**config.mk**
```make
export PLATFORM = sky130hd
export DESIGN_NAME = handshake_bringup_fsm_flat
export DESIGN_NICKNAME = d
export VERILOG_FILES = /design/src/rtl/hbf_pkg.sv /design/src/rtl/hbf_item_if.sv /design/src/rtl/hbf_result_if.sv /design/src/rtl/hbf_cfg_if.sv /design/src/rtl/hbf_cfg_regs.sv /design/src/rtl/hbf_core.sv /design/src/rtl/handshake_bringup_fsm.sv /design/src/flat_wrapper.sv
export SDC_FILE = /design/constraint.sdc
export NUM_CORES = 1
export LEC_CHECK = 0
export BUFFER_PORTS_ARGS = -buffer_cell sky130_fd_sc_hd__buf_2
export CORE_UTILIZATION = 41
export CTS_BUF_LIST = sky130_fd_sc_hd__clkbuf_4
export CTS_CLUSTER_DIAMETER = 200
export DETAILED_ROUTE_END_ITERATION = 8
export PLACE_DENSITY = 0.58
export SETUP_SLACK_MARGIN = 0.4
export SLEW_MARGIN = 10
export SYNTH_ARGS = -nofsm -noshare
export SYNTH_HDL_FRONTEND = slang
export SYNTH_SLANG_ARGS = --single-unit
```
**constraint.sdc**
```tcl
create_clock -name clk -period 4.5 [get_ports clk]
set_input_delay 0.675 -clock clk [delete_from_list [all_inputs] [get_ports clk]]
set_output_delay 0.675 -clock clk [all_outputs]
set_load 0.005 [all_outputs]
```
**src/rtl/hbf_pkg.sv**
```systemverilog
`timescale 1ns / 1ps
package hbf_pkg;

	localparam int NOW_BITS      = 32;
	localparam int CFG_BITS      = 32;
	localparam int KIND_BITS     = 2;
	localparam int PHASE_BITS    = 3;
	localparam int CFG_IDX_BITS  = 2;
	localparam int TIME_BITS_DEF = 32;

	localparam logic [CFG_BITS-1:0] HELLO_INTERVAL_RST  = 32'd1000;
	localparam logic [CFG_BITS-1:0] READY_INTERVAL_RST  = 32'd1000;
	localparam logic [CFG_BITS-1:0] OVERALL_TIMEOUT_RST = 32'd10000;

	typedef enum logic [KIND_BITS-1:0] {
		KIND_START    = 2'd0,
		KIND_TICK     = 2'd1,
		KIND_HELLO    = 2'd2,
		KIND_RT_START = 2'd3
	} kind_t;

	typedef enum logic [PHASE_BITS-1:0] {
		PH_INIT       = 3'd0,
		PH_WAIT_HELLO = 3'd1,
		PH_WAIT_START = 3'd2,
		PH_READY      = 3'd3,
		PH_RUNNING    = 3'd4,
		PH_FAILED     = 3'd5
	} phase_t;

	typedef enum logic [CFG_IDX_BITS-1:0] {
		REG_HELLO_INTERVAL  = 2'd0,
		REG_READY_INTERVAL  = 2'd1,
		REG_OVERALL_TIMEOUT = 2'd2
	} cfg_idx_t;

	typedef struct packed {
		logic [CFG_BITS-1:0] hello_interval;
		logic [CFG_BITS-1:0] ready_interval;
		logic [CFG_BITS-1:0] overall_timeout;
	} cfg_t;

	typedef struct packed {
		logic                  send_client_hello;
		logic                  send_runtime_ready;
		logic [PHASE_BITS-1:0] phase;
		logic                  is_ready;
	} res_t;

endpackage

```
**src/rtl/hbf_item_if.sv**
```systemverilog
`timescale 1ns / 1ps
interface hbf_item_if;
	import hbf_pkg::*;

	logic                 valid;
	logic                 ready;
	logic [KIND_BITS-1:0] kind;
	logic [NOW_BITS-1:0]  now_time;
	logic                 payload_present;

	modport source (output valid, output kind, output now_time, output payload_present,
		input ready);
	modport sink (input valid, input kind, input now_time, input payload_present,
		output ready);
endinterface

```
**src/rtl/hbf_result_if.sv**
```systemverilog
`timescale 1ns / 1ps
interface hbf_result_if;
	import hbf_pkg::*;

	logic                  valid;
	logic                  ready;
	logic                  send_client_hello;
	logic                  send_runtime_ready;
	logic [PHASE_BITS-1:0] phase;
	logic                  is_ready;

	modport source (output valid, output send_client_hello, output send_runtime_ready,
		output phase, output is_ready, input ready);
	modport sink (input valid, input send_client_hello, input send_runtime_ready,
		input phase, input is_ready, output ready);
endinterface

```
**src/rtl/hbf_cfg_if.sv**
```systemverilog
`timescale 1ns / 1ps
interface hbf_cfg_if;
	import hbf_pkg::*;

	logic                    valid;
	logic                    ready;
	logic [CFG_IDX_BITS-1:0] index;
	logic [CFG_BITS-1:0]     data;

	modport source (output valid, output index, output data, input ready);
	modport sink (input valid, input index, input data, output ready);
endinterface

```
**src/rtl/hbf_cfg_regs.sv**
```systemverilog
`timescale 1ns / 1ps
module hbf_cfg_regs (
	input  logic         clk,
	input  logic         arst_n,
	hbf_cfg_if.sink      cfg,
	output hbf_pkg::cfg_t regs
);
	import hbf_pkg::*;

	cfg_t regs_q;

	assign cfg.ready = 1'b1;
	assign regs      = regs_q;

	// drop writes to indexes past the last register
	always_ff @(posedge clk or negedge arst_n) begin
		if (!arst_n) begin
			regs_q.hello_interval  <= HELLO_INTERVAL_RST;
			regs_q.ready_interval  <= READY_INTERVAL_RST;
			regs_q.overall_timeout <= OVERALL_TIMEOUT_RST;
		end else if (cfg.valid) begin
			unique case (cfg.index)
				REG_HELLO_INTERVAL:  regs_q.hello_interval  <= cfg.data;
				REG_READY_INTERVAL:  regs_q.ready_interval  <= cfg.data;
				REG_OVERALL_TIMEOUT: regs_q.overall_timeout <= cfg.data;
				default: ;
			endcase
		end
	end
endmodule

```
**src/rtl/hbf_core.sv**
```systemverilog
`timescale 1ns / 1ps
module hbf_core #(
	parameter int TIME_BITS = hbf_pkg::TIME_BITS_DEF
) (
	input  logic                         clk,
	input  logic                         arst_n,
	input  logic                         step,
	input  hbf_pkg::kind_t               kind,
	input  logic [hbf_pkg::NOW_BITS-1:0] now_time,
	input  logic                         present,
	input  hbf_pkg::cfg_t                cfg,
	output hbf_pkg::res_t                res
);
	import hbf_pkg::*;

	localparam int CMP_BITS = (TIME_BITS > CFG_BITS) ? TIME_BITS : CFG_BITS;

	phase_t               phase_q, nxt_phase;
	logic [TIME_BITS-1:0] started_q, last_hello_q, last_ready_q;
	logic [TIME_BITS-1:0] nxt_started, nxt_hello_at, nxt_ready_at;
	logic [CMP_BITS-1:0]  now_ext;
	logic [TIME_BITS-1:0] now_t;
	logic [TIME_BITS-1:0] el_start, el_hello, el_ready;
	logic                 timeout, hello_due, ready_due;
	logic                 send_hello, send_ready;

	// widen or cut the timestamp to the time base; differences wrap at its width
	assign now_ext   = CMP_BITS'(now_time);
	assign now_t     = now_ext[TIME_BITS-1:0];
	assign el_start  = now_t - started_q;
	assign el_hello  = now_t - last_hello_q;
	assign el_ready  = now_t - last_ready_q;
	assign timeout   = CMP_BITS'(el_start) >= CMP_BITS'(cfg.overall_timeout);
	assign hello_due = CMP_BITS'(el_hello) >= CMP_BITS'(cfg.hello_interval);
	assign ready_due = CMP_BITS'(el_ready) >= CMP_BITS'(cfg.ready_interval);

	always_ff @(posedge clk or negedge arst_n) begin
		if (!arst_n) begin
			phase_q      <= PH_INIT;
			started_q    <= '0;
			last_hello_q <= '0;
			last_ready_q <= '0;
		end else if (step) begin
			phase_q      <= nxt_phase;
			started_q    <= nxt_started;
			last_hello_q <= nxt_hello_at;
			last_ready_q <= nxt_ready_at;
		end
	end

	always_comb begin
		nxt_phase    = phase_q;
		nxt_started  = started_q;
		nxt_hello_at = last_hello_q;
		nxt_ready_at = last_ready_q;
		send_hello   = 1'b0;
		send_ready   = 1'b0;
		unique case (kind)
			KIND_START: begin
				nxt_phase    = PH_INIT;
				nxt_started  = now_t;
				nxt_hello_at = '0;
				nxt_ready_at = '0;
			end
			KIND_TICK: begin
				unique case (phase_q)
					PH_INIT: begin
						if (timeout) begin
							nxt_phase = PH_FAILED;
						end else begin
							nxt_phase    = PH_WAIT_HELLO;
							nxt_hello_at = now_t;
							send_hello   = 1'b1;
						end
					end
					PH_WAIT_HELLO: begin
						if (timeout) begin
							nxt_phase = PH_FAILED;
						end else if (hello_due) begin
							nxt_hello_at = now_t;
							send_hello   = 1'b1;
						end
					end
					PH_WAIT_START: begin
						if (timeout) begin
							nxt_phase = PH_FAILED;
						end else if (ready_due) begin
							nxt_ready_at = now_t;
							send_ready   = 1'b1;
						end
					end
					PH_READY: nxt_phase = PH_RUNNING;
					default: ;
				endcase
			end
			KIND_HELLO: begin
				if (present && phase_q == PH_WAIT_HELLO) begin
					nxt_phase    = PH_WAIT_START;
					nxt_ready_at = now_t;
					send_ready   = 1'b1;
				end
			end
			KIND_RT_START: begin
				if (present && phase_q == PH_WAIT_START) begin
					nxt_phase = PH_READY;
				end
			end
			default: ;
		endcase
		res.send_client_hello  = send_hello;
		res.send_runtime_ready = send_ready;
		res.phase              = nxt_phase;
		res.is_ready           = (nxt_phase == PH_RUNNING);
	end

	a_hold_when_idle: assert property (@(posedge clk) disable iff (!arst_n)
		!step |=> $stable(phase_q) && $stable(started_q))
		else $error("state moved without an item");

	a_start_restarts: assert property (@(posedge clk) disable iff (!arst_n)
		step && kind == KIND_START |=> phase_q == PH_INIT && last_hello_q == '0
			&& last_ready_q == '0)
		else $error("start did not restart the handshake");

	a_failed_sticks: assert property (@(posedge clk) disable iff (!arst_n)
		step && phase_q == PH_FAILED && kind != KIND_START |=> phase_q == PH_FAILED)
		else $error("left failed without a start");
endmodule

```
**src/rtl/handshake_bringup_fsm.sv**
```systemverilog
`timescale 1ns / 1ps
// Bring-up handshake sequencer. Each word on req carries a kind (start, tick, server
// hello, runtime start), a millisecond timestamp and a present flag; for every word
// exactly one word comes back on rsp with the two send requests and the phase after
// that word. The block takes one word per clock cycle when rsp is drained, and a word
// passes through the input register and then the result register, with all decisions
// made by a single pass of compare logic between them. Throughput is set by the result
// register: while a result waits, one more word is held in the input register, then req
// stalls. Interval and timeout registers are written on cfg, which is always ready;
// write them only when no word is in flight. Time differences wrap at TIME_BITS bits.
module handshake_bringup_fsm #(
	parameter int TIME_BITS = hbf_pkg::TIME_BITS_DEF
) (
	input  logic        clk,
	input  logic        arst_n,
	hbf_item_if.sink    req,
	hbf_result_if.source rsp,
	hbf_cfg_if.sink     cfg
);
	import hbf_pkg::*;

	// input register
	logic                valid_s1;
	kind_t               kind_s1;
	logic [NOW_BITS-1:0] now_s1;
	logic                present_s1;

	// result register
	logic valid_s2;
	res_t res_s2;

	cfg_t regs;
	res_t res;
	logic advance;

	hbf_cfg_regs u_cfg_regs (
		.clk    (clk),
		.arst_n (arst_n),
		.cfg    (cfg),
		.regs   (regs)
	);

	// advance the held word when the result slot is free or being drained this cycle
	assign advance   = valid_s1 && (!valid_s2 || rsp.ready);
	assign req.ready = !valid_s1 || advance;

	always_ff @(posedge clk or negedge arst_n) begin
		if (!arst_n) begin
			valid_s1 <= 1'b0;
		end else if (req.ready) begin
			valid_s1 <= req.valid;
		end
	end

	// payload needs no reset; load it only with a new word
	always_ff @(posedge clk) begin
		if (req.valid && req.ready) begin
			kind_s1    <= kind_t'(req.kind);
			now_s1     <= req.now_time;
			present_s1 <= req.payload_present;
		end
	end

	// state update and result decision happen together on advance
	hbf_core #(
		.TIME_BITS (TIME_BITS)
	) u_core (
		.clk      (clk),
		.arst_n   (arst_n),
		.step     (advance),
		.kind     (kind_s1),
		.now_time (now_s1),
		.present  (present_s1),
		.cfg      (regs),
		.res      (res)
	);

	// hold the result until the sink takes it; drop valid once taken
	always_ff @(posedge clk or negedge arst_n) begin
		if (!arst_n) begin
			valid_s2 <= 1'b0;
		end else if (advance) begin
			valid_s2 <= 1'b1;
		end else if (rsp.ready) begin
			valid_s2 <= 1'b0;
		end
	end

	always_ff @(posedge clk) begin
		if (advance) begin
			res_s2 <= res;
		end
	end

	assign rsp.valid              = valid_s2;
	assign rsp.send_client_hello  = res_s2.send_client_hello;
	assign rsp.send_runtime_ready = res_s2.send_runtime_ready;
	assign rsp.phase              = res_s2.phase;
	assign rsp.is_ready           = res_s2.is_ready;

	a_stage_holds: assert property (@(posedge clk) disable iff (!arst_n)
		valid_s1 && !advance |=> valid_s1 && $stable(kind_s1) && $stable(now_s1)
			&& $stable(present_s1))
		else $error("held word lost or changed");

	a_result_lands: assert property (@(posedge clk) disable iff (!arst_n)
		advance |=> valid_s2)
		else $error("advanced word produced no result");

	a_one_send: assert property (@(posedge clk) disable iff (!arst_n)
		advance |=> !(res_s2.send_client_hello && res_s2.send_runtime_ready))
		else $error("both send requests raised for one word");
endmodule
```
**src/flat_wrapper.sv**
```systemverilog
// flat-port wrapper written by rule: the top's interface ports become plain ports
module handshake_bringup_fsm_flat import hbf_pkg::*;
#(
	parameter int TIME_BITS = hbf_pkg::TIME_BITS_DEF
)
  (clk, arst_n, req_valid, req_kind, req_now_time, req_payload_present, req_ready, rsp_valid, rsp_send_client_hello, rsp_send_runtime_ready, rsp_phase, rsp_is_ready, rsp_ready, cfg_valid, cfg_index, cfg_data, cfg_ready);
  hbf_item_if req_i ();
  hbf_result_if rsp_i ();
  hbf_cfg_if cfg_i ();
  input  logic clk;
  input  logic arst_n;
  input wire logic [$bits(req_i.valid)-1:0] req_valid;
  input wire logic [$bits(req_i.kind)-1:0] req_kind;
  input wire logic [$bits(req_i.now_time)-1:0] req_now_time;
  input wire logic [$bits(req_i.payload_present)-1:0] req_payload_present;
  output wire logic [$bits(req_i.ready)-1:0] req_ready;
  output wire logic [$bits(rsp_i.valid)-1:0] rsp_valid;
  output wire logic [$bits(rsp_i.send_client_hello)-1:0] rsp_send_client_hello;
  output wire logic [$bits(rsp_i.send_runtime_ready)-1:0] rsp_send_runtime_ready;
  output wire logic [$bits(rsp_i.phase)-1:0] rsp_phase;
  output wire logic [$bits(rsp_i.is_ready)-1:0] rsp_is_ready;
  input wire logic [$bits(rsp_i.ready)-1:0] rsp_ready;
  input wire logic [$bits(cfg_i.valid)-1:0] cfg_valid;
  input wire logic [$bits(cfg_i.index)-1:0] cfg_index;
  input wire logic [$bits(cfg_i.data)-1:0] cfg_data;
  output wire logic [$bits(cfg_i.ready)-1:0] cfg_ready;
  assign req_i.valid = req_valid;
  assign req_i.kind = req_kind;
  assign req_i.now_time = req_now_time;
  assign req_i.payload_present = req_payload_present;
  assign req_ready = req_i.ready;
  assign rsp_valid = rsp_i.valid;
  assign rsp_send_client_hello = rsp_i.send_client_hello;
  assign rsp_send_runtime_ready = rsp_i.send_runtime_ready;
  assign rsp_phase = rsp_i.phase;
  assign rsp_is_ready = rsp_i.is_ready;
  assign rsp_i.ready = rsp_ready;
  assign cfg_i.valid = cfg_valid;
  assign cfg_i.index = cfg_index;
  assign cfg_i.data = cfg_data;
  assign cfg_ready = cfg_i.ready;
  handshake_bringup_fsm #(.TIME_BITS(TIME_BITS)) u_core (.clk(clk), .arst_n(arst_n), .req(req_i), .rsp(rsp_i), .cfg(cfg_i));
endmodule
```
* Word level (Yosys, flattened, before mapping)
Cells that the tools add are included.
** Operators by class
- Reductions and logical operators :: 21
- Add/sub/neg operators :: 3
- Muxes and demuxes :: 27
- Equal/unequal tests :: 17
- $lt $le $gt $ge :: 3
** Operators with widths (count)
- 32-bit 2-to-1 mux :: 7
- 32-bit case mux with 2 select lines :: 2
- 32-bit greater-or-equal comparator :: 3
- 32-bit case mux with 3 select lines :: 1
- 32-bit subtractor :: 3
- 3-bit 2-to-1 mux :: 4
- 3-bit case mux with 4 select lines :: 1
- 6-bit AND reduction :: 2
- 1-bit 2-to-1 mux :: 9
- 3-bit != test (second input constant) :: 3
- 3-bit case mux with 3 select lines :: 1
- 2-bit != test (second input constant) :: 4
- 2-bit AND reduction :: 4
- 2-bit == test (second input constant) :: 3
- 3-bit by 2-bit == test with 1-bit output (second input constant) :: 2
- 2-bit by 1-bit == test with 1-bit output (second input constant) :: 2
- 1-bit logical AND :: 4
- 2-bit logical NOT :: 2
- 1-bit case mux with 2 select lines :: 2
- 2-bit nonzero test :: 2
- 3-bit by 1-bit == test with 1-bit output (second input constant) :: 1
- 3-bit == test (second input constant) :: 1
- 3-bit logical NOT :: 1
- 3-bit by 2-bit != test with 1-bit output (second input constant) :: 1
- other kinds (4) :: 6
** Storage, ports and cells
- Bits in registers :: 238
- Input bits :: 74
- Output and inout port bits :: 9

* Depth between registers and ports, before layout
- Word-level depth :: 6
- Gate-level depth with buffers :: 24

* Cells and area by module
From an unflattened synthesis, not the netlist that was laid out.
** Unflattened totals
- Cell total of the unflattened synthesis :: 1638
- Area, all modules :: 16143.0 um^2
** By module, submodules not included
- hbf_core :: seq. area each 2477.4 um^2, cells an instance 1383, area an instance 11149.4 um^2, instances 1
- hbf_cfg_regs :: seq. area each 2423.6 um^2, cells an instance 206, area an instance 3658.5 um^2, instances 1
- handshake_bringup_fsm :: seq. area each 1281.2 um^2, cells an instance 49, area an instance 1335.0 um^2, instances 1

* Least setup slack after synthesis
Ideal clock, no wire load.
- Path type :: register to register
- From :: register u_core.now_s1[0]
- To :: register u_core.u_core.last_ready_q[10]
- Arrival time :: 4.864 ns
- Setup time :: 0.079 ns
- Required time :: 4.421 ns
- Clock period less this slack :: 4.944 ns
- Slack :: -0.444 ns
- Stages on the path, launching flop included :: 25
- Cell sequence :: edfxtp_1 > inv_1 > ha_1 > inv_1 > fa_1 > a211oi_2 > nor2_1 > o31a_1 > o41ai_2 > o211ai_2 > a31oi_4 > o21ai_2 > a2111oi_4 > nor2_1 > xnor2_1 > ha_1 > a21o_1 > a21oi_1 > o21ai_0 > a211oi_1 > o31ai_1 > nand2b_1 > a21oi_2 > buf_2 > mux2i_1
** Between the ends
- Longest elaborated chain between the ends :: 4
- Elaborated cells between the ends (all ways) :: 7
- Classes of those cells :: 2 x add/sub; 2 x order compare; 2 x eq/ne; 1 x reduce/logical
** RTL lines
- start: declaration :: RTL line handshake_bringup_fsm.sv:25 : logic [NOW_BITS-1:0] now_s1;
- start signal: assignment :: RTL line handshake_bringup_fsm.sv:59 : now_s1 <= req.now_time;
- 32-bit subtractor (on tied branches) :: RTL line hbf_core.sv:32, hbf_core.sv:30
- 32-bit greater-or-equal comparator (on tied branches) :: RTL line hbf_core.sv:35, hbf_core.sv:33
- 2-bit != test (no line)
- 6-bit AND reduction (no line) *
- end signal: assignment :: RTL line hbf_core.sv:47 : last_ready_q <= nxt_ready_at;
- end: declaration :: RTL line hbf_core.sv:19 : logic [TIME_BITS-1:0] started_q, last_hello_q, last_ready_q;
Every way passes the cells marked *; elsewhere a longest branch is shown, timed or not.
A chain may end at the register's enable or synchronous reset.

* Final worst setup path
- From :: register u_core.now_s1[0]
- To :: register u_core.u_core.phase_q[2]
** Between the ends
- Longest elaborated chain between the ends :: 5
- Elaborated cells between the ends (all ways) :: 6
- Classes of those cells :: 1 x add/sub; 1 x order compare; 4 x mux
** RTL lines
- 32-bit subtractor * :: RTL line hbf_core.sv:30 : assign el_start = now_t - started_q;
- 32-bit greater-or-equal comparator * :: RTL line hbf_core.sv:33 : assign timeout = CMP_BITS'(el_start) >= CMP_BITS'(cfg.overall_timeout);
- 3-bit 2-to-1 mux (on tied branches) :: RTL line hbf_core.sv:77, hbf_core.sv:85, hbf_core.sv:68
- 3-bit case mux with 3 select lines * :: RTL line hbf_core.sv:66 : unique case (phase_q)
- 3-bit case mux with 4 select lines * :: RTL line hbf_core.sv:58 : unique case (kind)
- end signal: assignment :: RTL line hbf_core.sv:44 : phase_q <= nxt_phase;
- end: declaration :: RTL line hbf_core.sv:18 : phase_t phase_q, nxt_phase;
Marks and branches as above.

==> impl_metrics.tcl <==
set metrics [dict create \
    tns_ns -48.66 \
    highest_layer "met5" \
    final_common_cell "inv_1" \
    hold_violations 0 \
    syn-num-nets 1984 \
    fin_crit_sh 1.16 \
    gp_congestion 0.916 \
    ys_seq_area_frac 0.383 \
    critical-path-max-stage-delay_ns 0.41 \
    fin_skew_ns 0.0627 \
    antenna_found_initial 3 \
    wirelength_um 46200 \
    fmax_mhz 191 \
    fp.coreArea_um2 38700 \
    core.rowCount 72 \
    cap_violations 0 \
    portBuffers 81 \
    avgSynthCellArea_um2 9.42 \
    insertion_delay_ns 0.79 \
    drt_iter0_drc 673 \
    postLayoutCoreUtil 0.524 \
    final_cell_mix "inv_1 (239), buf_4 (224), ha_1 (192)" \
    crit_path_end_kind "register" \
    critPathLaunchType "register" \
    syn_to_final_growth_pct 25.7 \
    synth-seq-cells 238 \
    grt_max_degree 95 \
    leakage_uw 0.0101 \
    synth_compound_area_frac 0.161 \
    slew_headroom 0.448 \
    hold_path.class "in -> reg" \
    synth-adder-area-share 0.154 \
    synth-simple-area-share 0.106 \
    clockBufferDepth 3 \
    synthXorXnorAreaFrac 0.0434 \
    viasPerCell 5.09 \
    dp_hpwl_um 34100 \
    grt_overflow 0 \
    status "finished with violations" \
    dr_wl_met2_um 20800 \
    ys_types 68 \
    pre_cts_ws_ns -1.05 \
    track_usage 0.231 \
    crit_arrival_ns 5.91 \
    cp_num_buf_inv 10 \
    synth-main-ff-cell "dfrtp_1" \
    ant_nets 0 \
    die_h_um 200 \
    dr.pass1.iters 5 \
    slew_viol_final 0 \
    start_util 0.417 \
    io-pin-count 83 \
    wl_met3_um 2180 \
    path_class "reg -> reg" \
    cts_tree "done" \
    setup_violations 73 \
    layout_setup_ws_ns -0.729 \
    drc 0 \
    synth_edf_count 41 \
    worstPathRequired_ns 5.18 \
    clock_sink_count 238 \
    yosys_warnings 0 \
    crit_family "compound AO/OA/AOI/OAI gates" \
    wl_per_cell_um 17.5 \
    muxShareOfSynthArea 0.0850 \
    grt_pass1_wl_um 72300 \
    grt_pass1_vias 13600 \
    period_needed_ns 5.23 \
    violations "setup timing" \
    wl_met1_um 22000 \
    p_per_area_nw_per_um2 653 \
    clk_pin_slew_ns 0.07 \
    fin_nets 2339 \
    root_buffer "clkbuf_4" \
    ir_drop_v 0.000297 \
    crit_path_frequent_cell "buf_4" \
    vias 13400 \
    synth_top_family_by_area "compound AO/OA/AOI/OAI gates" \
    slowest_stage "fa_2" \
    crit_fanout 3 \
    syn_area_um2 16100 \
    cts_buffers 72 \
    die-area_um2 40200 \
    rsz0062_at_grt "true" \
    synth_async_sr_flop_share 0.828 \
    cts_max_level 3 \
    die_x_um 200 \
    worst_pin_slew_ns 0.828 \
    drive_gt1_frac 0.278 \
    synthCells 1713 \
]
-- synth_stat cells (31+ instances only) --
cell type / number / share of area
inv_1: 241 / 0.056
ha_1: 194 / 0.15
dfrtp_1: 180 / 0.28
nand2_1: 170 / 0.040
o21ai_0: 126 / 0.039
a21oi_1: 108 / 0.033
a21o_1: 68 / 0.032
nor2_1: 68 / 0.016
mux2_2: 65 / 0.045
mux2i_1: 64 / 0.040
xnor2_1: 52 / 0.028
edfxtp_1: 41 / 0.076
clkbuf_1: 31 / 0.0072
-- sequential cells by signal, indices dropped and copies added, names as in the netlist, 2 cells and up --
name	count
u_core.kind_s1	2
u_core.now_s1	32
u_core.rsp.phase	3
u_core.u_cfg_regs.regs	96
u_core.u_core.last_hello_q	32
u_core.u_core.last_ready_q	32
u_core.u_core.phase_q	3
u_core.u_core.started_q	32
-- metrics by stage --
| step | total power (uW) | cell area [um^2] | hold WS, ns | cells |
|---|---|---|---|---|
| 2_1_floorplan | 7770 | 16200 | 0.379 | 1713 |
| 3_5_place_dp | 10500 | 18600 | 0.471 | 2466 |
| 3_3_place_gp | 10300 | 18600 | 0.465 | 2466 |
| 5_1_grt | 14400 | 20300 | 0.0320 | 2639 |
| 6_report | 13200 | 20300 | 0.0675 | 2639 |
| 4_1_cts | 13000 | 20000 | 0.0110 | 2619 |
-- logic make-up after synthesis --
kind of cell	Yosys count
flops	238
xor+xnor	80
compound gates	413
other cells	1
buf+inv	284
simple gates	371
mux	129
fa+ha+maj	197
-- per-layer routing --
metal  GRT usage  up-vias
met5           0        -
met1       0.311     6384
met3      0.0477       97
met2       0.365      287
li1            -     6674
met4      0.0870        2
-- power by group --
group	internal [uW]	switching [uW]	total, uW
logic	3880	4200	8080
clock network	1130	988	2110
registers	2760	277	3040
total	7770	5470	13200
-- final timing paths --
kind,startpoint,to,slack (ns),depth (start not counted)
max in group asynchronous,arst_n,u_core.u_cfg_regs.regs[67],2.88,3
worst min register to register,u_core.u_core.started_q[2],u_core.u_core.started_q[2],0.48,2
min in group asynchronous,arst_n,u_core.u_cfg_regs.regs[94],0.57,2
worst max-delay path,u_core.now_s1[0],u_core.u_core.phase_q[2],-0.73,29
worst min-delay path,req_now_time[14],u_core.now_s1[14],0.07,1
worst max register to register,u_core.now_s1[0],u_core.u_core.phase_q[2],-0.73,29
-- repair_timing --
item,in CTS,in global routing
resized for setup,46,28
pin swaps,21,17
hold buffers,1,0
gates cloned,2,4
buffers inserted,27,12
setup endpoints to repair,73,73
endpoints found under the hold margin,15,0
-- final cells by class --
class	instances	area, um^2
Antenna cell	4	10.0
Clock buffer	113	848
Clock inverter	10	38.8
Fill cell	3626	18500
Inverter	241	905
Multi-Input combinational cell	1191	9210
Sequential cell	238	6180
Tap cell	518	648
Timing Repair Buffer	324	2430
No activity file was read; power rests on OpenSTA's default activity.
